`config.mk`:
```
export PLATFORM = sky130hd
export DESIGN_NAME = bof_out_fifo
export DESIGN_NICKNAME = d
export VERILOG_FILES = /design/src/design/bof_pkg.sv /design/src/design/bof_out_fifo.sv
export SDC_FILE = /design/constraint.sdc
export NUM_CORES = 1
export LEC_CHECK = 0
export BUFFER_PORTS_ARGS = -buffer_cell sky130_fd_sc_hd__buf_4
export CAP_MARGIN = 20
export CORE_ASPECT_RATIO = 0.75
export CORE_MARGIN = 2
export CORE_UTILIZATION = 35
export DETAILED_ROUTE_END_ITERATION = 7
export PLACE_DENSITY = 0.51
export SLEW_MARGIN = 5
export SYNTH_ARGS = -nofsm -noshare
export SYNTH_HDL_FRONTEND = slang
export SYNTH_SLANG_ARGS = --single-unit
```
`constraint.sdc`:
```
create_clock -name i_clk -period 7.21 [get_ports i_clk]
set_clock_uncertainty 0.05 [all_clocks]
set_input_delay 1.442 -clock i_clk [delete_from_list [all_inputs] [get_ports i_clk]]
set_output_delay 1.442 -clock i_clk [all_outputs]
set_load 0.03 [all_outputs]
```
`src/design/bof_pkg.sv`:
```
// bof_pkg: shared types and constants of the bitset overlap filter
// no dependencies; used by the interfaces and all modules
package bof_pkg;

    localparam int IDX_W      = 12;
    localparam int IDX_SPAN   = 4096;
    localparam int WORD_W     = 64;
    localparam int PC_W       = 7;
    localparam int SUM_W      = 19;
    localparam int NUM_W      = 32;
    localparam int CUTOFF_W   = 17;
    localparam int FRAC_BITS  = 16;
    localparam int PROD_W     = CUTOFF_W + SUM_W;
    localparam int OUT_DEPTH  = 8;
    localparam int OUT_AW     = 3;
    localparam int CREDIT_W   = 4;

    localparam logic [SUM_W-1:0] SUM_MAX = {SUM_W{1'b1}};

    localparam logic CMD_LIBRARY = 1'b0;
    localparam logic CMD_SCORE   = 1'b1;

    // control word that follows one scored word down the pipeline
    typedef struct packed {
        logic valid;
        logic in_range;
        logic last;
    } t_stage_ctl;

    typedef struct packed {
        logic             passed;
        logic [NUM_W-1:0] spectrum_number;
        logic [SUM_W-1:0] shared_bits;
        logic [SUM_W-1:0] spectrum_bits;
    } t_result;

endpackage

```
`src/design/bof_out_fifo.sv`:
```
// bof_out_fifo: small result queue between the score pipeline and the output channel
// depends on bof_pkg for the result type and depth
module bof_out_fifo (
    input  logic              i_clk,
    input  logic              i_rst_n,
    input  logic              i_push,
    input  bof_pkg::t_result  i_data,
    input  logic              i_pop,
    output logic              o_valid,
    output bof_pkg::t_result  o_data
);

    bof_pkg::t_result                 r_slot [bof_pkg::OUT_DEPTH];
    logic [bof_pkg::OUT_AW-1:0]       r_wr_ptr;
    logic [bof_pkg::OUT_AW-1:0]       r_rd_ptr;
    logic [bof_pkg::CREDIT_W-1:0]     r_count;
    logic                             n_pop;

    assign n_pop = i_pop && (r_count != '0);

    always_ff @(posedge i_clk) begin
        if (!i_rst_n) begin
            r_wr_ptr <= '0;
            r_rd_ptr <= '0;
            r_count  <= '0;
        end else begin
            if (i_push) begin
                r_wr_ptr <= r_wr_ptr + bof_pkg::OUT_AW'(1);
            end
            if (n_pop) begin
                r_rd_ptr <= r_rd_ptr + bof_pkg::OUT_AW'(1);
            end
            r_count <= r_count + bof_pkg::CREDIT_W'(i_push) - bof_pkg::CREDIT_W'(n_pop);
        end
    end

    always_ff @(posedge i_clk) begin
        if (i_push) begin
            r_slot[r_wr_ptr] <= i_data;
        end
    end

    assign o_valid = (r_count != '0);
    assign o_data  = r_slot[r_rd_ptr];

endmodule

```
# Word-level counts from Yosys, hierarchy flattened
# Memories as Yosys holds them, arrays and structs flattened. A register that Yosys moved wholly into a read port is not among the register bits.
# Cells that the tools add are included.
dict set report word_totals {
  reg_bits 10
  ram_bits 568
  inputBits 75
  output_inout_bits 72
  word_cells 14
  memories 1
}
# name depth width read_ports rd_ports_with_merged_regs wr line_no
set memory_table {}
lappend memory_table {r_slot 8 71 1 1 1 bof_out_fifo.sv:13} ;# bof_pkg::t_result r_slot [bof_pkg::OUT_DEPTH];
dict set report classes {
  add_sub_neg 4
  muxes 4
  reduce_logical 2
}
# op count
set op_table {}
lappend op_table {{$add 3x1->3 const B} 2}
lappend op_table {{$mux 3} 2}
lappend op_table {{$add 4x1->4} 1}
lappend op_table {{$reduce_bool 4->1} 1}
lappend op_table {{$sub 4x1->4} 1}
lappend op_table {{$mux 1} 2}
lappend op_table {{$logic_and 1x1->1} 1}

# Depth between registers and ports, before layout
dict set report logic_depth {
  word_depth 4
  ltp_mapped 10
  ltp_nobuf 10
}

# Worst setup path before layout
# No wires, ideal clock.
dict set report synth_path {
  path_type {input to register}
  startpoint {input i_push}
  endpoint {memory r_slot[0][0] (netlist name) (enable)}
  setup_ns 0.587
  arrival_ns 6.356
  t_required_ns 6.573
  slack_ns 0.217
  stages 2
  path_cell_list {nand2b_1 nor3_1}
}
dict set report synth_between {
  elab_chain_cells 2
}
# element line_no
set synth_lines {}
lappend synth_lines {{start: declaration} bof_out_fifo.sv:6} ;# input logic i_push,
lappend synth_lines {{$mux 1} bof_out_fifo.sv:38} ;# if (i_push) begin
lappend synth_lines {{$mux 1 (not written as such)} bof_out_fifo.sv:39} ;# r_slot[r_wr_ptr] <= i_data;
lappend synth_lines {{end: declaration} bof_out_fifo.sv:13}
# Every way passes these cells.

==> impl_metrics.env <==
export IMPL_setup_tns_ps=0
export IMPL_fp_coreArea_um2=62070
export IMPL_first_pass_iters=4
export IMPL_hp_class="reg -> reg"
export IMPL_die_y_um=220.9
export IMPL_cts_tree="built"
export IMPL_cp_start_kind="flip-flop"
export IMPL_async_flop_share_pct=0
export IMPL_ys_seq_area_share_pct=78.86
export IMPL_ios=147
export IMPL_path_max_fanout=32
export IMPL_synth_fp_nets=975
export IMPL_status="finished, final reports clean"
export IMPL_post_cts_buffers=0
export IMPL_postLayoutCoreUtil_pct=41.43
export IMPL_pwr_share_clk_pct=33.8
export IMPL_grt_ovfl_total=0
export IMPL_cp_data_required_time_ps=5720
export IMPL_fin_nets=1159
export IMPL_cts_inserted_buffers=56
export IMPL_drv_cap=0
export IMPL_min_period_ps=4700
export IMPL_power_switching_w=0.002021
export IMPL_combinationalPowerShare_pct=17.2
export IMPL_yosysMostFrequentCell="edfxtp_1"
export IMPL_reg2reg_slack_ps=4560
export IMPL_grt_first_pass_wirelength_mm=68.04
export IMPL_worstMarginPinSlew_ps=1013
export IMPL_sequentialPowerShare_pct=49.0
export IMPL_vias=9547
export IMPL_syn_inst=893
export IMPL_p_int_w=0.005953
export IMPL_finalCritPeriodShare_pct=65.19
export IMPL_grt_pass1_vias=10310
export IMPL_synth_area_leaders="edfxtp_1 78%, mux4_2 15%, mux2_2 3.6%"
export IMPL_drt_iter0_drc=752
export IMPL_setup_violations_final=0
export IMPL_route_detailed_drc=0
export IMPL_drive_above_1_share_pct=40.84
export IMPL_syn_area_um2=21960
export IMPL_setup_slack_ps=2510
export IMPL_rows=79
export IMPL_drv_slew=0
export IMPL_netlist_cell_type_count=25
export IMPL_root_buffer="clkbuf_16"
export IMPL_routed_wl_mm=45.77
export IMPL_yosys_warnings=0
export IMPL_synth_edff_count=568
export IMPL_gp_congestion=0.6930
export IMPL_p_leak_nw=8.076
export IMPL_dieWidth_um=293.2
export IMPL_dp_hpwl_mm=23.90
export IMPL_synth_top_area_share_pct=77.68
export IMPL_rsz0062_at_grt="false"
export IMPL_vdd_drop_max_uv=165.3
export IMPL_max_freq_ghz=0.2128
export IMPL_synth_seq_cells=581
export IMPL_synth_common_cells="568 x edfxtp_1, 142 x mux4_2, 71 x mux2_2"
export IMPL_antenna_left=0
export IMPL_grt_max_degree=81
export IMPL_max_slew_margin_pct=32.32
export IMPL_synth_flop_cell="edfxtp_1"
export IMPL_vias_per_cell=4.944
export IMPL_cts_resized=0
export IMPL_htreeDepth=2
export IMPL_grtUsageTotal_pct=14.25
export IMPL_path_class="reg -> out"
export IMPL_syn_area_per_cell_um2=24.59
export IMPL_whs_ps=427.9
export IMPL_hold_viol=0
export IMPL_arrival_ps=3210
export IMPL_whs_path_depth=2
export IMPL_avgRoutedWirePerCell_um=23.70
export IMPL_setup_worst_path_end_class="primary output"
export IMPL_area_growth_pct=17.12
export IMPL_antenna_found_initial=6
export IMPL_ff2ff_path_depth=3
export IMPL_cts_sinks=581
export IMPL_power_density_nw_per_um2=310.0
export IMPL_clock_path_buffers=3
export IMPL_holdBufCountCts=0
export IMPL_pre_cts_ws_ps=3027
export IMPL_portBuffers=146
export IMPL_clk_pin_slew_ps=60
export IMPL_clk_latency_ps=590
export IMPL_initial_core_util_pct=35.37
export IMPL_yosys_area_top_type="edfxtp_1"
export IMPL_p_sw_share_pct=25.35
export IMPL_dieArea_um2=64780
path summary, 6_finish.rpt:
| kind | startpoint | endpoint |
|---|---|---|
| max | flip-flop | o_data[5] |
| min | r_rd_ptr[2] | flip-flop |
| max reg2reg | r_wr_ptr[0] | r_slot[7][49] |
| min reg2reg | r_rd_ptr[2] | flip-flop |
worst max-delay path, stage by stage (launching register included):
cell	delay, ps
dfxtp_4	780
buf_4	660
mux4_2	580
mux2_2	350
buf_4	190
metrics by stage:
stage | std cells | instance area (µm²) | power, W
CTS | 1929 | 25710 | 0.008109
floorplan | 893 | 21960 | 0.004905
global route | 1929 | 25710 | 0.008308
finish | 1931 | 25720 | 0.007974
global placement | 1829 | 24060 | 0.005383
detailed placement | 1829 | 24060 | 0.005389
flip-flops by register name, summed over array words and instances, names as in the netlist, named ones only:
| register | flops |
|---|---|
| r_count | 4 |
| r_rd_ptr | 3 |
| r_slot | 568 |
| r_wr_ptr | 3 |
cells in the final DEF (no fill, tap or decap), types with 2 or more instances in the layout:
master / count
and2_1: 4
buf_4: 166
bufinv_16: 2
clkbuf_1: 15
clkbuf_16: 57
clkinv_1: 21
clkinv_2: 4
dfxtp_1: 10
dfxtp_4: 3
diode_2: 2
edfxtp_1: 568
ha_1: 6
inv_1: 4
mux2_2: 71
mux2i_1: 9
mux4_2: 142
nand2_1: 9
nand2b_1: 6
nor2_4: 6
nor2b_1: 2
nor3_2: 2
xnor2_1: 2
metal layers:
layer	up-vias	global-route usage [%]	part of all wire, %
li1	4154	-	-
met1	5117	20.78	47
met2	193	21.59	45
met3	75	3.415	5.4
met4	8	3.604	1.8
met5	-	0	0.14
kinds of logic after synthesis:
logic type | count (synthesis) | share of synthesized area, %
AOI/OAI and AO/OA | 2 | 0.05697
xor gates and xnor gates | 3 | 0.1197
DFF | 581 | 78.86
muxes | 222 | 18.62
adders and majority gates | 7 | 0.4330
buffers and inverters | 45 | 1.162
and+or+nand+nor | 33 | 0.7521
power groups by stage:
stage	logic, W	registers [W]	clock network [W]
finish	0.00137	0.00391	0.00269
global route	0.00147	0.00392	0.00292
CTS	0.00141	0.00391	0.00279
detailed placement	0.00141	0.00398	0
global placement	0.00140	0.00398	0
floorplan	0.000995	0.00391	0
layout make-up:
cell class / count / area [µm²]
clock buffer: 72 / 1483
tap: 810 / 1013
fill: 5407 / 36360
inverter: 4 / 15.01
clock inverter: 28 / 166.4
multi-input combinational: 267 / 4442
sequential: 581 / 17330
timing repair buffer: 167 / 1266
antenna: 2 / 5.005
Note: power is estimated with default switching activity, not from simulation.
