[src/design/bof_pkg.sv]
// bof_pkg: shared types and constants of the bitset overlap filter
// no dependencies; used by the interfaces and all modules
package bof_pkg;

    localparam int IDX_W      = 12;
    localparam int IDX_SPAN   = 4096;
    localparam int WORD_W     = 64;
    localparam int PC_W       = 7;
    localparam int SUM_W      = 19;
    localparam int NUM_W      = 32;
    localparam int CUTOFF_W   = 17;
    localparam int FRAC_BITS  = 16;
    localparam int PROD_W     = CUTOFF_W + SUM_W;
    localparam int OUT_DEPTH  = 8;
    localparam int OUT_AW     = 3;
    localparam int CREDIT_W   = 4;

    localparam logic [SUM_W-1:0] SUM_MAX = {SUM_W{1'b1}};

    localparam logic CMD_LIBRARY = 1'b0;
    localparam logic CMD_SCORE   = 1'b1;

    // control word that follows one scored word down the pipeline
    typedef struct packed {
        logic valid;
        logic in_range;
        logic last;
    } t_stage_ctl;

    typedef struct packed {
        logic             passed;
        logic [NUM_W-1:0] spectrum_number;
        logic [SUM_W-1:0] shared_bits;
        logic [SUM_W-1:0] spectrum_bits;
    } t_result;

endpackage

[src/design/bof_score.sv]
// bof_score: popcount, saturating accumulation and cutoff compare pipeline
// depends on bof_pkg; library word is registered and arrives in the cycle after the request
module bof_score (
    input  logic                          i_clk,
    input  logic                          i_rst_n,
    input  bof_pkg::t_stage_ctl           i_ctl,
    input  logic [bof_pkg::WORD_W-1:0]    i_word,
    input  logic [bof_pkg::WORD_W-1:0]    i_lib_word,
    input  logic [bof_pkg::CUTOFF_W-1:0]  i_cutoff,
    output logic                          o_push,
    output bof_pkg::t_result              o_result
);

    // adder tree over the 64 bits of one word
    function automatic logic [bof_pkg::PC_W-1:0] count_ones(
        input logic [bof_pkg::WORD_W-1:0] v
    );
        logic [1:0] p2  [32];
        logic [2:0] p4  [16];
        logic [3:0] p8  [8];
        logic [4:0] p16 [4];
        logic [5:0] p32 [2];
        for (int k = 0; k < 32; k++) begin
            p2[k] = {1'b0, v[2*k]} + {1'b0, v[2*k+1]};
        end
        for (int k = 0; k < 16; k++) begin
            p4[k] = {1'b0, p2[2*k]} + {1'b0, p2[2*k+1]};
        end
        for (int k = 0; k < 8; k++) begin
            p8[k] = {1'b0, p4[2*k]} + {1'b0, p4[2*k+1]};
        end
        for (int k = 0; k < 4; k++) begin
            p16[k] = {1'b0, p8[2*k]} + {1'b0, p8[2*k+1]};
        end
        for (int k = 0; k < 2; k++) begin
            p32[k] = {1'b0, p16[2*k]} + {1'b0, p16[2*k+1]};
        end
        return {1'b0, p32[0]} + {1'b0, p32[1]};
    endfunction

    function automatic logic [bof_pkg::SUM_W-1:0] sat_add(
        input logic [bof_pkg::SUM_W-1:0] a,
        input logic [bof_pkg::PC_W-1:0]  b
    );
        logic [bof_pkg::SUM_W:0] s;
        s = {1'b0, a} + (bof_pkg::SUM_W+1)'(b);
        return s[bof_pkg::SUM_W] ? bof_pkg::SUM_MAX : s[bof_pkg::SUM_W-1:0];
    endfunction

    // stage 1: word waits for the library read
    bof_pkg::t_stage_ctl         r_s1_ctl;
    logic [bof_pkg::WORD_W-1:0]  r_s1_word;
    // stage 2: popcounts
    bof_pkg::t_stage_ctl         r_s2_ctl;
    logic [bof_pkg::PC_W-1:0]    r_s2_pc_spec;
    logic [bof_pkg::PC_W-1:0]    r_s2_pc_shared;
    // running sums
    logic [bof_pkg::SUM_W-1:0]   r_spec_sum;
    logic [bof_pkg::SUM_W-1:0]   r_shared_sum;
    logic [bof_pkg::NUM_W-1:0]   r_counter;
    // stage 3: finished sums
    logic                        r_s3_valid;
    logic [bof_pkg::SUM_W-1:0]   r_s3_spec;
    logic [bof_pkg::SUM_W-1:0]   r_s3_shared;
    logic [bof_pkg::NUM_W-1:0]   r_s3_num;
    // stage 4: product
    logic                        r_s4_valid;
    logic [bof_pkg::PROD_W-1:0]  r_s4_prod;
    logic [bof_pkg::SUM_W-1:0]   r_s4_spec;
    logic [bof_pkg::SUM_W-1:0]   r_s4_shared;
    logic [bof_pkg::NUM_W-1:0]   r_s4_num;

    logic [bof_pkg::PC_W-1:0]    n_pc_spec;
    logic [bof_pkg::PC_W-1:0]    n_pc_shared;
    logic [bof_pkg::SUM_W-1:0]   n_spec_sum;
    logic [bof_pkg::SUM_W-1:0]   n_shared_sum;
    logic [bof_pkg::PROD_W-1:0]  n_lhs;

    // out-of-range words add nothing
    always_comb begin
        n_pc_spec   = r_s1_ctl.in_range ? count_ones(r_s1_word) : '0;
        n_pc_shared = r_s1_ctl.in_range ? count_ones(r_s1_word & i_lib_word) : '0;
    end

    assign n_spec_sum   = sat_add(r_spec_sum, r_s2_pc_spec);
    assign n_shared_sum = sat_add(r_shared_sum, r_s2_pc_shared);
    assign n_lhs        = bof_pkg::PROD_W'({r_s4_shared, {bof_pkg::FRAC_BITS{1'b0}}});

    always_ff @(posedge i_clk) begin
        if (!i_rst_n) begin
            r_s1_ctl     <= '0;
            r_s2_ctl     <= '0;
            r_spec_sum   <= '0;
            r_shared_sum <= '0;
            r_counter    <= '0;
            r_s3_valid   <= 1'b0;
            r_s4_valid   <= 1'b0;
        end else begin
            r_s1_ctl   <= i_ctl;
            r_s2_ctl   <= r_s1_ctl;
            r_s3_valid <= r_s2_ctl.valid && r_s2_ctl.last;
            r_s4_valid <= r_s3_valid;
            if (r_s2_ctl.valid) begin
                if (r_s2_ctl.last) begin
                    r_spec_sum   <= '0;
                    r_shared_sum <= '0;
                    r_counter    <= r_counter + bof_pkg::NUM_W'(1);
                end else begin
                    r_spec_sum   <= n_spec_sum;
                    r_shared_sum <= n_shared_sum;
                end
            end
        end
    end

    always_ff @(posedge i_clk) begin
        r_s1_word      <= i_word;
        r_s2_pc_spec   <= n_pc_spec;
        r_s2_pc_shared <= n_pc_shared;
        r_s3_spec      <= n_spec_sum;
        r_s3_shared    <= n_shared_sum;
        r_s3_num       <= r_counter;
        r_s4_prod      <= bof_pkg::PROD_W'(i_cutoff) * bof_pkg::PROD_W'(r_s3_spec);
        r_s4_spec      <= r_s3_spec;
        r_s4_shared    <= r_s3_shared;
        r_s4_num       <= r_s3_num;
    end

    assign o_push                   = r_s4_valid;
    assign o_result.passed          = (r_s4_spec != '0) && (n_lhs > r_s4_prod);
    assign o_result.spectrum_number = r_s4_num;
    assign o_result.shared_bits     = r_s4_shared;
    assign o_result.spectrum_bits   = r_s4_spec;

endmodule

[config.mk]
export PLATFORM = sky130hd
export DESIGN_NAME = bof_score
export DESIGN_NICKNAME = d
export VERILOG_FILES = /design/src/design/bof_pkg.sv /design/src/design/bof_score.sv
export SDC_FILE = /design/constraint.sdc
export NUM_CORES = 1
export LEC_CHECK = 0
export BUFFER_PORTS_ARGS = -buffer_cell sky130_fd_sc_hd__buf_4
export CELL_PAD_IN_SITES_DETAIL_PLACEMENT = 0
export CELL_PAD_IN_SITES_GLOBAL_PLACEMENT = 2
export CORE_ASPECT_RATIO = 0.7
export CORE_MARGIN = 1
export CORE_UTILIZATION = 39
export DETAILED_ROUTE_END_ITERATION = 10
export PLACE_DENSITY = 0.89
export SLEW_MARGIN = 0
export SYNTH_ARGS = -nofsm -noshare
export SYNTH_HDL_FRONTEND = slang
export SYNTH_SLANG_ARGS = --single-unit
[constraint.sdc]
create_clock -name i_clk -period 7.95 [get_ports i_clk]
set_clock_uncertainty 0.05 [all_clocks]
set_input_delay 1.59 -clock i_clk [delete_from_list [all_inputs] [get_ports i_clk]]
set_output_delay 1.59 -clock i_clk [all_outputs]
set_load 0.01 [all_outputs]
==> After elaboration in Yosys (flattened, before gate mapping) <==
Cells that the tools add are included.
{ "word_totals": {"out_inout_bits": 72, "ff_bits": 331} }
{ "classes": {"n_reduce_logical": 4, "mux": 4, "mul": 1, "addsub": 129, "magnitude_cmp": 1, "n_bitwise": 1} }
{ "ops": {"columns": ["cell", "count"], "rows": [
  ["$add 1x1->2", 64],
  ["$add 2x2->3", 32],
  ["$mux 19", 4],
  ["$add 3x3->4", 16],
  ["$and 64x64->64", 1],
  ["$add 19x7->20", 2],
  ["$add 4x4->5", 8],
  ["$gt 35x36->1", 1],
  ["$mul 17x19->36", 1],
  ["$add 32x1->32 const B", 1],
  ["$add 5x5->6", 4],
  ["$reduce_bool 19->1", 1],
  ["$add 6x6->7", 2],
  ["$logic_and 1x1->1", 2],
  ["$reduce_and 2->1", 1]
]} }

==> Depth between registers and ports, before layout <==
Gate-level depths: netlist of run 1.
{ "logic_depth": {"ltp_word": 7, "depth_mapped": 24, "ltp_nobuf": 24} }

==> Worst setup path after synthesis of run 1 <==
No wires, ideal clock.
{ "synth_path": {"kind": "input-to-reg", "from": "input i_lib_word[53] (netlist bit)", "to": "register r_s2_pc_shared[5] (netlist bit)", "t_arrival_ns": 7.155, "n_path_buf": 0, "cell_stages": 22, "required_ns": 7.785, "setup_time_ns": 0.115, "setup_slack_ns": 0.630, "cell_sequence": "and2_1 > fa_1 > inv_1 > fa_1 > inv_1 > fa_1 > inv_1 > fa_1 > inv_1 > fa_1 > inv_1 > fa_1 > fa_1 > fa_1 > inv_1 > ha_1 > a21o_1 > a21o_1 > a21o_1 > a21oi_1 > xnor2_1 > and2_1"} }
{ "synth_between": {"elab_chain_cells": 7} }
{ "synth_lines": {"columns": ["item", "line", "rtl"], "rows": [
  ["start, declared", "bof_score.sv:8", "input logic [bof_pkg::WORD_W-1:0] i_lib_word,"],
  ["$and 64x64->64", "bof_score.sv:82", "n_pc_shared = r_s1_ctl.in_range ? count_ones(r_s1_word & i_lib_word) : '0;"],
  ["$add 1x1->2", "bof_score.sv:24", "p2[k] = {1'b0, v[2*k]} + {1'b0, v[2*k+1]};"],
  ["$add 2x2->3", "bof_score.sv:27", "p4[k] = {1'b0, p2[2*k]} + {1'b0, p2[2*k+1]};"],
  ["$add 3x3->4", "bof_score.sv:30", "p8[k] = {1'b0, p4[2*k]} + {1'b0, p4[2*k+1]};"],
  ["$add 4x4->5", "bof_score.sv:33", "p16[k] = {1'b0, p8[2*k]} + {1'b0, p8[2*k+1]};"],
  ["$add 5x5->6", "bof_score.sv:36", "p32[k] = {1'b0, p16[2*k]} + {1'b0, p16[2*k+1]};"],
  ["$add 6x6->7", "bof_score.sv:38", "return {1'b0, p32[0]} + {1'b0, p32[1]};"],
  ["end signal, assigned", "bof_score.sv:119", "r_s2_pc_shared <= n_pc_shared;"],
  ["end, declared", "bof_score.sv:56", "logic [bof_pkg::PC_W-1:0] r_s2_pc_shared;"]
]} }
No other way between the ends.
A chain may end at the register's enable or synchronous reset.

==> Worst setup path in the final report of run 1 <==
{ "layout_path": {"from": "input i_lib_word[5] (netlist bit)", "to": "register r_s2_pc_shared[5] (netlist bit)"} }
The elaborated chain is that of the path after synthesis.

==> results of run 1 <==
[registers in the layout (all words and copies together) (netlist names)]
name            flops
r_s1_word          64
r_s4_prod          36
r_counter          32
r_s3_num           32
r_s4_num           32
r_s3_shared        19
r_s3_spec          19
r_s4_shared        19
r_s4_spec          19
r_shared_sum       19
r_spec_sum         19
r_s2_pc_shared      7
r_s2_pc_spec        7
r_s1_ctl            3
r_s2_ctl            2
o_push              1
r_s3_valid          1
[critical path, stage by stage]
cell                      delay (ns)
sky130_fd_sc_hd__buf_4          0.11
sky130_fd_sc_hd__and2_1         0.14
sky130_fd_sc_hd__fa_1           0.53
sky130_fd_sc_hd__inv_1          0.05
sky130_fd_sc_hd__fa_1           0.48
sky130_fd_sc_hd__fa_1           0.44
sky130_fd_sc_hd__inv_1          0.09
sky130_fd_sc_hd__fa_1           0.46
sky130_fd_sc_hd__fa_1           0.58
sky130_fd_sc_hd__fa_1           0.56
sky130_fd_sc_hd__inv_1          0.06
sky130_fd_sc_hd__fa_1           0.50
sky130_fd_sc_hd__fa_1           0.60
sky130_fd_sc_hd__inv_1          0.06
sky130_fd_sc_hd__ha_1           0.28
sky130_fd_sc_hd__a21o_1         0.17
sky130_fd_sc_hd__a21o_1         0.19
sky130_fd_sc_hd__a21o_1         0.18
sky130_fd_sc_hd__a21oi_1        0.19
sky130_fd_sc_hd__xnor2_1        0.08
sky130_fd_sc_hd__and2_1         0.15
[how the worst min path moves through the flow]
stage / endpoint / depth (start not counted) / slack, ns / startpoint
2_1_floorplan: r_s4_num[0] / 0 / 0.26 / r_s3_num[0]
3_3_place_gp: r_s4_num[15] / 0 / 0.26 / r_s3_num[15]
3_5_place_dp: r_s4_num[20] / 0 / 0.26 / r_s3_num[20]
4_1_cts: r_s4_shared[9] / 0 / 0.27 / r_s3_shared[9]
5_1_grt: r_s4_num[20] / 0 / 0.28 / r_s3_num[20]
6_report: r_s4_shared[9] / 0 / 0.27 / r_s3_shared[9]
[logic make-up (layout without fill, tap and decap cells)]
logic type / Yosys count / in the layout / synth area share
compound gates: 243 / 243 / 0.0688
xor+xnor: 74 / 74 / 0.0268
fa+ha+maj: 538 / 538 / 0.391
buf+inv: 562 / 781 / 0.0881
flops: 331 / 331 / 0.274
mux: 10 / 10 / 0.00460
simple gates: 697 / 697 / 0.147
[area by class of cell]
| class | instances | area, sq um | share of cell area |
|---|---|---|---|
| multi-input combinational | 1562 | 15500 | 0.555 |
| inverter | 482 | 1810 | 0.0649 |
| clock buffer | 42 | 907 | 0.0326 |
| timing repair buffer | 242 | 1820 | 0.0652 |
| clock inverter | 15 | 216 | 0.00777 |
| sequential | 331 | 6630 | 0.238 |
| tap | 819 | 1020 | 0.0368 |
[per-stage QoR]
step / power [uW] / hold WS [ns]
2_1_floorplan: 5740 / 0.260
3_3_place_gp: 6920 / 0.262
3_5_place_dp: 6980 / 0.262
4_1_cts: 8660 / 0.268
5_1_grt: 9530 / 0.279
6_report: 8530 / 0.272
[routing by layer]
metal	track usage	part of all wire	up-vias
li1	-	-	7967
met1	0.288	0.49	8416
met2	0.289	0.43	449
met3	0.0342	0.061	78
met4	0.0362	0.018	0
met5	0	0	-
[power groups by stage]
stage,Sequential [uW],Combinational (uW),Clock (uW)
final,1900,5010,1620
after global routing,1910,5890,1740
after CTS,1900,5090,1670
after floorplan,1900,3840,0
after detailed placement,1930,5050,0
after global placement,1930,4980,0
[synthesized netlist by cell type, types with 23 or more instances]
master                     count
sky130_fd_sc_hd__fa_1        364
sky130_fd_sc_hd__nor3_1       23
sky130_fd_sc_hd__xnor2_1      49
sky130_fd_sc_hd__nand3_1      26
sky130_fd_sc_hd__nor2_1       35
sky130_fd_sc_hd__a21oi_1      57
sky130_fd_sc_hd__nand2_1     294
sky130_fd_sc_hd__ha_1        174
sky130_fd_sc_hd__inv_1       481
sky130_fd_sc_hd__dfxtp_1     331
sky130_fd_sc_hd__o21ai_0      46
sky130_fd_sc_hd__a21o_1       23
sky130_fd_sc_hd__clkbuf_1     69
sky130_fd_sc_hd__xor2_1       25
sky130_fd_sc_hd__and2_1      204
[placed cells by master (no fill, tap or decap), types with 31 or more instances in the layout]
cell type and count:
sky130_fd_sc_hd__inv_1 481, sky130_fd_sc_hd__fa_1 364, sky130_fd_sc_hd__dfxtp_1 331, sky130_fd_sc_hd__nand2_1 294
sky130_fd_sc_hd__buf_4 242, sky130_fd_sc_hd__and2_1 204, sky130_fd_sc_hd__ha_1 174, sky130_fd_sc_hd__a21oi_1 57
sky130_fd_sc_hd__xnor2_1 49, sky130_fd_sc_hd__o21ai_0 46, sky130_fd_sc_hd__nor2_1 35, sky130_fd_sc_hd__clkbuf_16 31
==> metrics.txt, run 1 <==
# TYPE chip_impl_metric gauge
chip_impl_info{name="status",value="completed"} 1
chip_impl_metric{name="layout-area-overhead-vs-synth",unit="%"} 15.1
chip_impl_metric{name="internal_power",unit="uW"} 5020
chip_impl_metric{name="layout.nets",unit=""} 3338
chip_impl_metric{name="clock_sink_count",unit=""} 331
chip_impl_info{name="critPathLaunch",value="i_lib_word[5]"} 1
chip_impl_metric{name="synth_enable_flop_cells",unit=""} 0
chip_impl_metric{name="crit_required",unit="ns"} 8.40
chip_impl_metric{name="postCtsSetupBuffers",unit=""} 0
chip_impl_metric{name="firstDrtPassIters",unit=""} 5
chip_impl_metric{name="final_layout_size_suffix_gt1_frac",unit=""} 0.122
chip_impl_metric{name="groute.usage.overall",unit=""} 0.192
chip_impl_metric{name="clock_tree.buffer_depth",unit=""} 3
chip_impl_metric{name="first_pass_grt_wire_length",unit="um"} 95400
chip_impl_metric{name="hold_viol",unit=""} 0
chip_impl_metric{name="vias_in_the_first_global_route",unit=""} 17700
chip_impl_metric{name="yosys_warning_count",unit=""} 0
chip_impl_metric{name="worst_slew_pin_slew",unit="ns"} 1.22
chip_impl_metric{name="pwr-share-comb",unit=""} 0.587
chip_impl_metric{name="chipWidth",unit="um"} 300
chip_impl_metric{name="avgSynthCellArea",unit="sq um"} 9.86
chip_impl_metric{name="switching_share",unit=""} 0.412
chip_impl_metric{name="grt_max_degree",unit=""} 45
chip_impl_metric{name="detail_routed_via_count_per_cell",unit=""} 4.84
chip_impl_metric{name="stdcell_area",unit="sq um"} 27900
chip_impl_metric{name="top_level_ports",unit=""} 222
chip_impl_info{name="critPathCaptureType",value="register"} 1
chip_impl_metric{name="finalWirelength",unit="um"} 59200
chip_impl_metric{name="number_of_h_tree_branching_levels",unit=""} 1
chip_impl_metric{name="placed_cell_area",unit="sq um"} 26700
chip_impl_metric{name="clock.fmax",unit="MHz"} 142
chip_impl_metric{name="placementRows",unit=""} 76
chip_impl_metric{name="clk_transition_reported_paths",unit="ns"} 0.07
chip_impl_info{name="hold_class",value="register to register"} 1
chip_impl_metric{name="place_inst",unit=""} 3436
chip_impl_info{name="critical_path.reg2reg.startpoint",value="r_s3_spec[10]"} 1
chip_impl_metric{name="routed-via-count",unit=""} 16900
chip_impl_metric{name="wire_per_inst",unit="um"} 16.9
chip_impl_metric{name="arrival_time_reported_for_the_critical_path_endpoint",unit="ns"} 7.48
chip_impl_info{name="dominantRegCellSynth",value="sky130_fd_sc_hd__dfxtp_1"} 1
chip_impl_metric{name="power-per-cell-area",unit="nW/um^2"} 306
chip_impl_metric{name="ys_ff_latch",unit=""} 331
chip_impl_metric{name="vdd_ir_drop_max",unit="V"} 0.000642
chip_impl_metric{name="synth_top_cell_area_share",unit=""} 0.301
chip_impl_metric{name="max_cap_viol_count",unit=""} 0
chip_impl_metric{name="post-dp-hpwl",unit="um"} 47600
chip_impl_metric{name="drc",unit=""} 0
chip_impl_metric{name="route.antenna.remaining_nets",unit=""} 0
chip_impl_metric{name="cts_hold_repair.buffers",unit=""} 0
chip_impl_metric{name="cts_resized",unit=""} 0
chip_impl_info{name="setup_repair_after_global_routing_missed_its_margin",value="no"} 1
chip_impl_metric{name="power.share.clock",unit=""} 0.190
chip_impl_metric{name="cts_buffers",unit=""} 31
chip_impl_metric{name="p_sw",unit="uW"} 3520
chip_impl_info{name="critical_path.reg2reg.endpoint",value="r_s4_prod[31]"} 1
chip_impl_info{name="cts_tree",value="yes"} 1
chip_impl_metric{name="antennaDiodeCount",unit=""} 0
chip_impl_metric{name="finalWeightedCongestion",unit=""} 0.857
chip_impl_metric{name="fill_cells",unit=""} 5894
chip_impl_metric{name="synth_cell_type_count",unit=""} 76
chip_impl_metric{name="grt_overflow",unit=""} 0
chip_impl_metric{name="syn-cell-area",unit="sq um"} 24200
chip_impl_info{name="yosys-top-cells-area",value="sky130_fd_sc_hd__fa_1 30%, sky130_fd_sc_hd__dfxtp_1 27%, sky130_fd_sc_hd__ha_1 9.0%"} 1
chip_impl_info{name="worstSetupEndpoint",value="r_s2_pc_shared[5]"} 1
chip_impl_metric{name="largest_driver_fanout_on_the_critical_path",unit=""} 2
chip_impl_metric{name="finish.cell_count_without_fillers",unit=""} 3493
chip_impl_metric{name="coreArea",unit="sq um"} 61400
chip_impl_metric{name="initialDrtViolationCount",unit=""} 1025
chip_impl_metric{name="postSynthNetCount",unit=""} 3143
chip_impl_metric{name="setup_viol",unit=""} 0
chip_impl_info{name="worst_setup_path_start_kind",value="primary input"} 1
chip_impl_info{name="timing_worst_setup_path_type",value="primary input to register"} 1
chip_impl_metric{name="regToRegSetupSlack",unit="ns"} 1.14
chip_impl_info{name="synth_top_cell_by_area",value="sky130_fd_sc_hd__fa_1"} 1
chip_impl_metric{name="insertion_delay",unit="ns"} 0.60
chip_impl_metric{name="synth.yosys.seq_area_share",unit=""} 0.274
chip_impl_metric{name="placement.io_buffers",unit=""} 221
chip_impl_metric{name="fin_util",unit=""} 0.454
chip_impl_metric{name="placement.setup.worst_slack",unit="ns"} 0.272
chip_impl_metric{name="cellLeakagePower",unit="uW"} 0.0137
chip_impl_info{name="cts.root.buffer_cell",value="sky130_fd_sc_hd__clkbuf_16"} 1
chip_impl_metric{name="worstRegToRegCells",unit=""} 18
chip_impl_metric{name="ys_async_sr_fraction",unit=""} 0
chip_impl_metric{name="initial_util",unit=""} 0.394
chip_impl_metric{name="setup_ws",unit="ns"} 0.921
chip_impl_metric{name="chipHeight",unit="um"} 210
chip_impl_metric{name="grt_antenna_before_repair",unit=""} 2
chip_impl_metric{name="synthesis.instances",unit=""} 2455
chip_impl_metric{name="final.min_clock_period",unit="ns"} 7.03
chip_impl_metric{name="setup_total_negative_slack",unit="ns"} 0
chip_impl_metric{name="seq_power_share",unit=""} 0.222
chip_impl_metric{name="post-route-period-util",unit=""} 0.884
chip_impl_metric{name="area_of_the_die",unit="sq um"} 63100
chip_impl_metric{name="timing_max_transition_violations_final",unit=""} 0
chip_impl_metric{name="relSlewSlack",unit=""} 0.188
Power figures use the tool's default switching activity.
==> run 2, diff against run 1 <==
Settings changed: BUFFER_PORTS_ARGS -buffer_cell sky130_fd_sc_hd__buf_4 to unset, CORE_UTILIZATION 39 to 42, DONT_BUFFER_PORTS set to 1.
==> metrics.txt, run 2 (synthesis gave the netlist of run 1 again) <==
# TYPE chip_impl_metric gauge
chip_impl_info{name="status",value="completed"} 1
chip_impl_metric{name="top_level_ports",unit=""} 222
chip_impl_metric{name="cts_hold_repair.buffers",unit=""} 0
chip_impl_metric{name="max_cap_viol_count",unit=""} 0
chip_impl_metric{name="relSlewSlack",unit=""} 0.299
chip_impl_metric{name="worstHoldPathCells",unit=""} 0
chip_impl_metric{name="setup_total_negative_slack",unit="ns"} 0
chip_impl_info{name="mostFrequentLayoutCells",value="481 x sky130_fd_sc_hd__inv_1, 364 x sky130_fd_sc_hd__fa_1, 331 x sky130_fd_sc_hd__dfxtp_1"} 1
chip_impl_metric{name="layout.nets",unit=""} 3118
chip_impl_metric{name="power-per-cell-area",unit="nW/um^2"} 322
chip_impl_info{name="timing_worst_setup_path_type",value="primary input to register"} 1
chip_impl_info{name="critical_path.cell_chain",value="and2_1 > fa_1 > inv_1 > fa_1 > fa_1 > inv_1 > fa_1 > fa_1 > fa_1 > inv_1 > fa_1 > fa_1 > inv_1 > ha_1 > a21o_1 > a21o_1 > a21o_1 > a21oi_1 > xnor2_1 > and2_1"} 1
chip_impl_info{name="worst_setup_path_start_kind",value="primary input"} 1
chip_impl_metric{name="post-dp-hpwl",unit="um"} 47400
chip_impl_metric{name="worst_slew_pin_slew",unit="ns"} 1.05
chip_impl_info{name="cts.root.buffer_cell",value="sky130_fd_sc_hd__clkbuf_16"} 1
chip_impl_metric{name="initialDrtViolationCount",unit=""} 911
chip_impl_metric{name="clk_transition_reported_paths",unit="ns"} 0.07
chip_impl_metric{name="timing.critical_path.slowest_cell_delay",unit="ns"} 0.61
chip_impl_metric{name="placed_cell_area",unit="sq um"} 25000
chip_impl_info{name="cts_tree",value="yes"} 1
chip_impl_metric{name="drc",unit=""} 0
chip_impl_metric{name="largest_driver_fanout_on_the_critical_path",unit=""} 2
chip_impl_metric{name="largest_register_ffs",unit=""} 64
chip_impl_info{name="critPathCaptureType",value="register"} 1
chip_impl_metric{name="number_of_h_tree_branching_levels",unit=""} 1
chip_impl_metric{name="first_pass_grt_wire_length",unit="um"} 95100
chip_impl_metric{name="final.min_clock_period",unit="ns"} 7.01
chip_impl_metric{name="stdcell_area",unit="sq um"} 26100
chip_impl_metric{name="routed-via-count",unit=""} 16000
chip_impl_metric{name="initial_util",unit=""} 0.426
chip_impl_metric{name="clock_sink_count",unit=""} 331
chip_impl_metric{name="groute.usage.overall",unit=""} 0.208
chip_impl_metric{name="layout-area-overhead-vs-synth",unit="%"} 7.64
chip_impl_metric{name="fin_util",unit=""} 0.458
chip_impl_metric{name="worstRegToRegCells",unit=""} 17
chip_impl_metric{name="placement.io_buffers",unit=""} 0
chip_impl_metric{name="coreArea",unit="sq um"} 56900
chip_impl_metric{name="placement.setup.worst_slack",unit="ns"} 0.304
chip_impl_metric{name="vdd_ir_drop_max",unit="V"} 0.000654
chip_impl_metric{name="grt_max_degree",unit=""} 45
chip_impl_metric{name="vias_in_the_first_global_route",unit=""} 17100
chip_impl_info{name="path_delay_family",value="adder cells"} 1
chip_impl_info{name="largest_registers",value="r_s1_word: 64 flops, r_s4_prod: 36 flops"} 1
chip_impl_metric{name="detail_routed_via_count_per_cell",unit=""} 4.99
chip_impl_metric{name="pwr-share-comb",unit=""} 0.588
chip_impl_info{name="layout_commonest_cell",value="sky130_fd_sc_hd__inv_1"} 1
chip_impl_metric{name="hold_viol",unit=""} 0
chip_impl_metric{name="post-route-period-util",unit=""} 0.882
chip_impl_metric{name="timing_max_transition_violations_final",unit=""} 0
chip_impl_metric{name="cts_buffers",unit=""} 30
chip_impl_metric{name="finalPower",unit="uW"} 8390
chip_impl_metric{name="postCtsSetupBuffers",unit=""} 0
chip_impl_metric{name="worstPathBufferInverterCount",unit=""} 4
chip_impl_metric{name="crit_required",unit="ns"} 8.38
chip_impl_metric{name="depth_of_the_critical_timing_path_with_buffers_and_inverters_included",unit=""} 20
chip_impl_metric{name="arrival_time_reported_for_the_critical_path_endpoint",unit="ns"} 7.44
chip_impl_metric{name="cts_resized",unit=""} 0
chip_impl_metric{name="setup_viol",unit=""} 0
chip_impl_info{name="setup_repair_after_global_routing_missed_its_margin",value="no"} 1
chip_impl_metric{name="grt_antenna_before_repair",unit=""} 3
chip_impl_metric{name="setup_ws",unit="ns"} 0.941
chip_impl_metric{name="chipWidth",unit="um"} 289
chip_impl_metric{name="wire_per_inst",unit="um"} 18.4
chip_impl_metric{name="firstDrtPassIters",unit=""} 5
chip_impl_info{name="hold_class",value="register to register"} 1
chip_impl_metric{name="seq_power_share",unit=""} 0.228
chip_impl_info{name="worst_path_most_repeated_cell",value="sky130_fd_sc_hd__fa_1"} 1
chip_impl_metric{name="finalWeightedCongestion",unit=""} 0.853
chip_impl_metric{name="cellLeakagePower",unit="uW"} 0.0125
chip_impl_metric{name="finalWirelength",unit="um"} 59000
chip_impl_info{name="critical-path-slowest-cell",value="sky130_fd_sc_hd__fa_1"} 1
chip_impl_metric{name="placementRows",unit=""} 73
chip_impl_metric{name="grt_overflow",unit=""} 0
chip_impl_metric{name="p_sw",unit="uW"} 3490
chip_impl_metric{name="internal_power",unit="uW"} 4900
chip_impl_metric{name="route.antenna.remaining_nets",unit=""} 0
chip_impl_metric{name="power.share.clock",unit=""} 0.183
chip_impl_metric{name="insertion_delay",unit="ns"} 0.59
chip_impl_metric{name="clock.fmax",unit="MHz"} 143
chip_impl_metric{name="final_layout_size_suffix_gt1_frac",unit=""} 0.0420
chip_impl_metric{name="switching_share",unit=""} 0.416
chip_impl_metric{name="chipHeight",unit="um"} 203
chip_impl_metric{name="clock_tree.buffer_depth",unit=""} 3
chip_impl_metric{name="area_of_the_die",unit="sq um"} 58600
chip_impl_info{name="max_flop_register",value="r_s1_word"} 1
## run 2: area by class of cell
| cell class | count | area, sq um |
|---|---|---|
| Timing Repair Buffer | 23 | 173 |
| Multi-Input combinational cell | 1562 | 15500 |
| Sequential cell | 331 | 6630 |
| Clock buffer | 38 | 821 |
| Fill cell | 5285 | 30800 |
| Antenna cell | 1 | 2.50 |
| Inverter | 482 | 1810 |
| Tap cell | 750 | 938 |
| Clock inverter | 16 | 234 |
## run 2: worst paths after layout
path,startpoint,endpoint,slack (ns)
max reg2reg,r_s3_spec[8],r_s4_prod[34],1.31
max,i_lib_word[5],r_s2_pc_shared[5],0.94
min,r_s3_num[24],r_s4_num[24],0.27
min reg2reg,r_s3_num[24],r_s4_num[24],0.27
## run 2: power groups by stage
stage,logic (uW),registers (uW),clock network [uW]
after CTS,4980,1920,1590
after detailed placement,4940,1950,0
after global placement,4860,1950,0
after floorplan,3840,1900,0
final,4940,1910,1540
after global routing,5750,1930,1660
## run 2: per-stage QoR
stage               hold WS, ns  instances
CTS                       0.274       3202
finish                    0.273       3203
global route              0.277       3202
floorplan                 0.260       2455
detailed placement        0.262       3148
global placement          0.263       3148
## run 2: worst reg2reg max path: stages, from the launching register on
cell and delay [ns]:
sky130_fd_sc_hd__dfxtp_1 0.83, sky130_fd_sc_hd__buf_4 0.30, sky130_fd_sc_hd__and2_1 0.16, sky130_fd_sc_hd__fa_1 0.46
sky130_fd_sc_hd__fa_1 0.53, sky130_fd_sc_hd__fa_1 0.52, sky130_fd_sc_hd__fa_1 0.52, sky130_fd_sc_hd__fa_1 0.57
sky130_fd_sc_hd__inv_1 0.06, sky130_fd_sc_hd__fa_1 0.52, sky130_fd_sc_hd__inv_1 0.04, sky130_fd_sc_hd__ha_1 0.41
sky130_fd_sc_hd__a21oi_1 0.16, sky130_fd_sc_hd__o21ai_0 0.48, sky130_fd_sc_hd__o21bai_2 0.24, sky130_fd_sc_hd__o311ai_4 0.18
sky130_fd_sc_hd__o31ai_1 0.34, sky130_fd_sc_hd__xor2_1 0.18
## run 2: per-layer routing
layer	routed length, um	global-route usage	vias up
met5	13	0	-
met4	1110	0.0429	2
met3	4650	0.0525	64
met2	24300	0.299	410
met1	28900	0.314	7982
li1	-	-	7532
==> run 3, diff against run 2 <==
Settings changed: ABC_AREA set to 1, CORE_UTILIZATION 42 to 40, PLACE_DENSITY 0.89 to 0.9.
==> metrics.txt, run 3 <==
# TYPE chip_impl_metric gauge
chip_impl_metric{name="synth_cell_type_count",unit=""} 47
chip_impl_info{name="layout_commonest_cell",value="sky130_fd_sc_hd__nand2_1"} 1
chip_impl_info{name="critical_path.cell_chain",value="nand2_1 > inv_1 > fa_1 > inv_1 > fa_1 > inv_1 > fa_1 > inv_1 > fa_1 > inv_1 > fa_1 > inv_1 > fa_1 > fa_1 > fa_1 > inv_1 > ha_1 > inv_1 > fa_1 > nor2_1 > a211oi_1 > nor2_1 > o21ai_0 > a21oi_1"} 1
chip_impl_metric{name="grt_overflow",unit=""} 0
chip_impl_info{name="setup_repair_after_global_routing_missed_its_margin",value="no"} 1
chip_impl_metric{name="worst_slew_pin_slew",unit="ns"} 1.23
chip_impl_metric{name="regToRegSetupSlack",unit="ns"} 1.55
chip_impl_metric{name="worstPathBufferInverterCount",unit=""} 8
chip_impl_metric{name="drc",unit=""} 0
chip_impl_metric{name="synthMuxAreaShare",unit=""} 0
chip_impl_metric{name="seq_power_share",unit=""} 0.230
chip_impl_metric{name="groute.usage.overall",unit=""} 0.211
chip_impl_info{name="critical-path-slowest-cell",value="sky130_fd_sc_hd__fa_1"} 1
chip_impl_info{name="hold_class",value="register to register"} 1
chip_impl_metric{name="initialDrtViolationCount",unit=""} 1218
chip_impl_metric{name="final_layout_size_suffix_gt1_frac",unit=""} 0.0445
chip_impl_metric{name="synth-simple-area-share",unit=""} 0.195
chip_impl_metric{name="grt_antenna_before_repair",unit=""} 7
chip_impl_metric{name="worstRegToRegCells",unit=""} 19
chip_impl_info{name="combinational_family_with_the_most_area_after_synthesis",value="adder cells"} 1
chip_impl_metric{name="layout.nets",unit=""} 3806
chip_impl_metric{name="hold_viol",unit=""} 0
chip_impl_metric{name="fill_cells",unit=""} 6342
chip_impl_metric{name="detail_routed_via_count_per_cell",unit=""} 4.76
chip_impl_metric{name="placementRows",unit=""} 77
chip_impl_metric{name="relSlewSlack",unit=""} 0.182
chip_impl_metric{name="crit_required",unit="ns"} 8.30
chip_impl_metric{name="ys_ff_latch",unit=""} 331
chip_impl_metric{name="insertion_delay",unit="ns"} 0.53
chip_impl_metric{name="number_of_h_tree_branching_levels",unit=""} 2
chip_impl_metric{name="timing.critical_path.slowest_cell_delay",unit="ns"} 0.54
chip_impl_metric{name="vdd_ir_drop_max",unit="V"} 0.000710
chip_impl_metric{name="clock_tree.buffer_depth",unit=""} 3
chip_impl_metric{name="cts_hold_repair.buffers",unit=""} 0
chip_impl_metric{name="postCtsSetupBuffers",unit=""} 0
chip_impl_metric{name="synth.yosys.seq_area_share",unit=""} 0.257
chip_impl_info{name="max_flop_register",value="r_s1_word"} 1
chip_impl_metric{name="power.share.clock",unit=""} 0.207
chip_impl_metric{name="synth_enable_flop_cells",unit=""} 0
chip_impl_metric{name="arrival_time_reported_for_the_critical_path_endpoint",unit="ns"} 7.28
chip_impl_metric{name="synth-compound-area-share",unit=""} 0.0403
chip_impl_metric{name="postSynthNetCount",unit=""} 3846
chip_impl_metric{name="route.antenna.remaining_nets",unit=""} 0
chip_impl_metric{name="avgSynthCellArea",unit="sq um"} 8.17
chip_impl_info{name="timing_worst_setup_path_type",value="primary input to register"} 1
chip_impl_info{name="cts.root.buffer_cell",value="sky130_fd_sc_hd__clkbuf_16"} 1
chip_impl_metric{name="switching_share",unit=""} 0.433
chip_impl_metric{name="layout-area-overhead-vs-synth",unit="%"} 7.65
chip_impl_info{name="yosys.cell_count.top_type",value="sky130_fd_sc_hd__nand2_1"} 1
chip_impl_metric{name="final.min_clock_period",unit="ns"} 6.93
chip_impl_metric{name="synthAdderAreaFrac",unit=""} 0.367
chip_impl_metric{name="finalWeightedCongestion",unit=""} 0.879
chip_impl_metric{name="chipHeight",unit="um"} 214
chip_impl_metric{name="setup_viol",unit=""} 0
chip_impl_metric{name="top_level_ports",unit=""} 222
chip_impl_metric{name="power-per-cell-area",unit="nW/um^2"} 296
chip_impl_metric{name="ys_async_sr_fraction",unit=""} 0
chip_impl_info{name="critPathCaptureType",value="register"} 1
chip_impl_metric{name="area_of_the_die",unit="sq um"} 65500
chip_impl_info{name="worst_path_most_repeated_cell",value="sky130_fd_sc_hd__fa_1"} 1
chip_impl_metric{name="synthXorXnorAreaFrac",unit=""} 0.0119
chip_impl_metric{name="largest_driver_fanout_on_the_critical_path",unit=""} 3
chip_impl_metric{name="timing_max_transition_violations_final",unit=""} 0
chip_impl_info{name="dominantRegCellSynth",value="sky130_fd_sc_hd__dfxtp_1"} 1
chip_impl_metric{name="syn-cell-area",unit="sq um"} 25800
chip_impl_metric{name="max_cap_viol_count",unit=""} 0
chip_impl_metric{name="clock.fmax",unit="MHz"} 144
chip_impl_info{name="synth_top_cell_by_area",value="sky130_fd_sc_hd__fa_1"} 1
chip_impl_metric{name="largest_register_ffs",unit=""} 64
chip_impl_metric{name="worstHoldPathCells",unit=""} 0
chip_impl_metric{name="post-dp-hpwl",unit="um"} 53400
chip_impl_metric{name="stdcell_area",unit="sq um"} 27800
chip_impl_metric{name="yosys_warning_count",unit=""} 0
chip_impl_metric{name="depth_of_the_critical_timing_path_with_buffers_and_inverters_included",unit=""} 24
chip_impl_metric{name="cts_buffers",unit=""} 34
chip_impl_info{name="status",value="completed"} 1
chip_impl_metric{name="post-route-period-util",unit=""} 0.872
chip_impl_metric{name="vias_in_the_first_global_route",unit=""} 19600
chip_impl_metric{name="routed-via-count",unit=""} 18900
chip_impl_metric{name="synthesis.instances",unit=""} 3158
chip_impl_metric{name="placement.io_buffers",unit=""} 0
chip_impl_metric{name="internal_power",unit="uW"} 4660
chip_impl_metric{name="setup_total_negative_slack",unit="ns"} 0
chip_impl_metric{name="fin_util",unit=""} 0.437
chip_impl_info{name="mostFrequentLayoutCells",value="830 x sky130_fd_sc_hd__nand2_1, 772 x sky130_fd_sc_hd__inv_1, 364 x sky130_fd_sc_hd__fa_1"} 1
chip_impl_metric{name="final.hold.worst_slack",unit="ns"} 0.267
chip_impl_metric{name="initial_util",unit=""} 0.406
chip_impl_info{name="cts_tree",value="yes"} 1
chip_impl_info{name="yosys-top-cells-area",value="sky130_fd_sc_hd__fa_1 28%, sky130_fd_sc_hd__dfxtp_1 26%, sky130_fd_sc_hd__nand2_1 12%"} 1
chip_impl_metric{name="first_pass_grt_wire_length",unit="um"} 110000
chip_impl_metric{name="pwr-share-comb",unit=""} 0.563
chip_impl_info{name="largest_registers",value="r_s1_word: 64 flops, r_s4_prod: 36 flops"} 1
chip_impl_metric{name="finalPower",unit="uW"} 8220
chip_impl_metric{name="firstDrtPassIters",unit=""} 5
chip_impl_metric{name="placed_cell_area",unit="sq um"} 26600
chip_impl_metric{name="finalWirelength",unit="um"} 67500
chip_impl_metric{name="wire_per_inst",unit="um"} 17.0
chip_impl_metric{name="synth_top_cell_area_share",unit=""} 0.282
chip_impl_metric{name="chipWidth",unit="um"} 306
chip_impl_info{name="path_delay_family",value="adder cells"} 1
chip_impl_info{name="worst_setup_path_start_kind",value="primary input"} 1
chip_impl_metric{name="p_sw",unit="uW"} 3560
chip_impl_metric{name="cellLeakagePower",unit="uW"} 0.0147
chip_impl_metric{name="clock_sink_count",unit=""} 331
chip_impl_metric{name="coreArea",unit="sq um"} 63500
chip_impl_metric{name="clk_transition_reported_paths",unit="ns"} 0.07
chip_impl_metric{name="grt_max_degree",unit=""} 59
chip_impl_metric{name="cts_resized",unit=""} 0
chip_impl_info{name="top_post_synthesis_cells_by_count",value="830 x sky130_fd_sc_hd__nand2_1, 773 x sky130_fd_sc_hd__inv_1, 364 x sky130_fd_sc_hd__fa_1, 331 x sky130_fd_sc_hd__dfxtp_1, 174 x sky130_fd_sc_hd__ha_1"} 1
[run 3: cell type report]
| type | instances | area, sq um | area share |
|---|---|---|---|
| Tap cell | 829 | 1040 | 0.0374 |
| Multi-Input combinational cell | 1956 | 15900 | 0.571 |
| Inverter | 778 | 2920 | 0.105 |
| Timing Repair Buffer | 17 | 128 | 0.00460 |
| Sequential cell | 331 | 6630 | 0.239 |
| Clock inverter | 22 | 244 | 0.00879 |
| Antenna cell | 1 | 2.50 | 0.0000901 |
| Clock buffer | 39 | 953 | 0.0343 |
[run 3: worst reg2reg max path, delay by kind of cell, from the launching register on]
family | cells | cell delay (ns)
adder cells (fa/ha/maj) | 7 | 3.52
flip-flops | 1 | 1.13
AO/OA/AOI/OAI | 3 | 0.85
AND/OR/NAND/NOR | 6 | 0.58
buffers and inverters | 3 | 0.16
[run 3: logic make-up (layout without fill, tap and decap cells)]
group	count (synthesis)	count (layout)
compound gates	192	192
xor+xnor	35	35
fa+ha+maj	538	538
buf+inv	871	856
flops	331	331
other cells	0	1
simple gates	1191	1191
[run 3: worst paths after layout]
check | startpoint | to
setup / recovery | i_lib_word[53] | r_s2_pc_shared[6]
hold / removal | r_s3_num[18] | r_s4_num[18]
setup reg to reg | r_s3_spec[8] | r_s4_prod[31]
hold reg to reg | r_s3_num[18] | r_s4_num[18]
[run 3: power by group through the flow]
| stage | clock (uW) | combinational (uW) | sequential (uW) |
|---|---|---|---|
| floorplan | 0 | 3620 | 1880 |
| global placement | 0 | 4510 | 1930 |
| detailed placement | 0 | 4640 | 1930 |
| CTS | 1750 | 4680 | 1890 |
| global route | 1820 | 5500 | 1900 |
| finish | 1700 | 4630 | 1890 |
[run 3: per-layer routing]
layer | up-vias | GRT usage | routed length, um
met5 | - | 0 | 0
li1 | 9209 | - | -
met4 | 0 | 0.0337 | 905
met3 | 74 | 0.0494 | 5160
met1 | 9105 | 0.325 | 34300
met2 | 506 | 0.303 | 27100
[run 3: through the flow]
stage / std cells / worst slack, ns
final: 3973 / 1.02
after global routing: 3973 / 0.760
after CTS: 3972 / 1.04
after detailed placement: 3911 / 0.490
after global placement: 3911 / 0.601
after floorplan: 3158 / 0.814
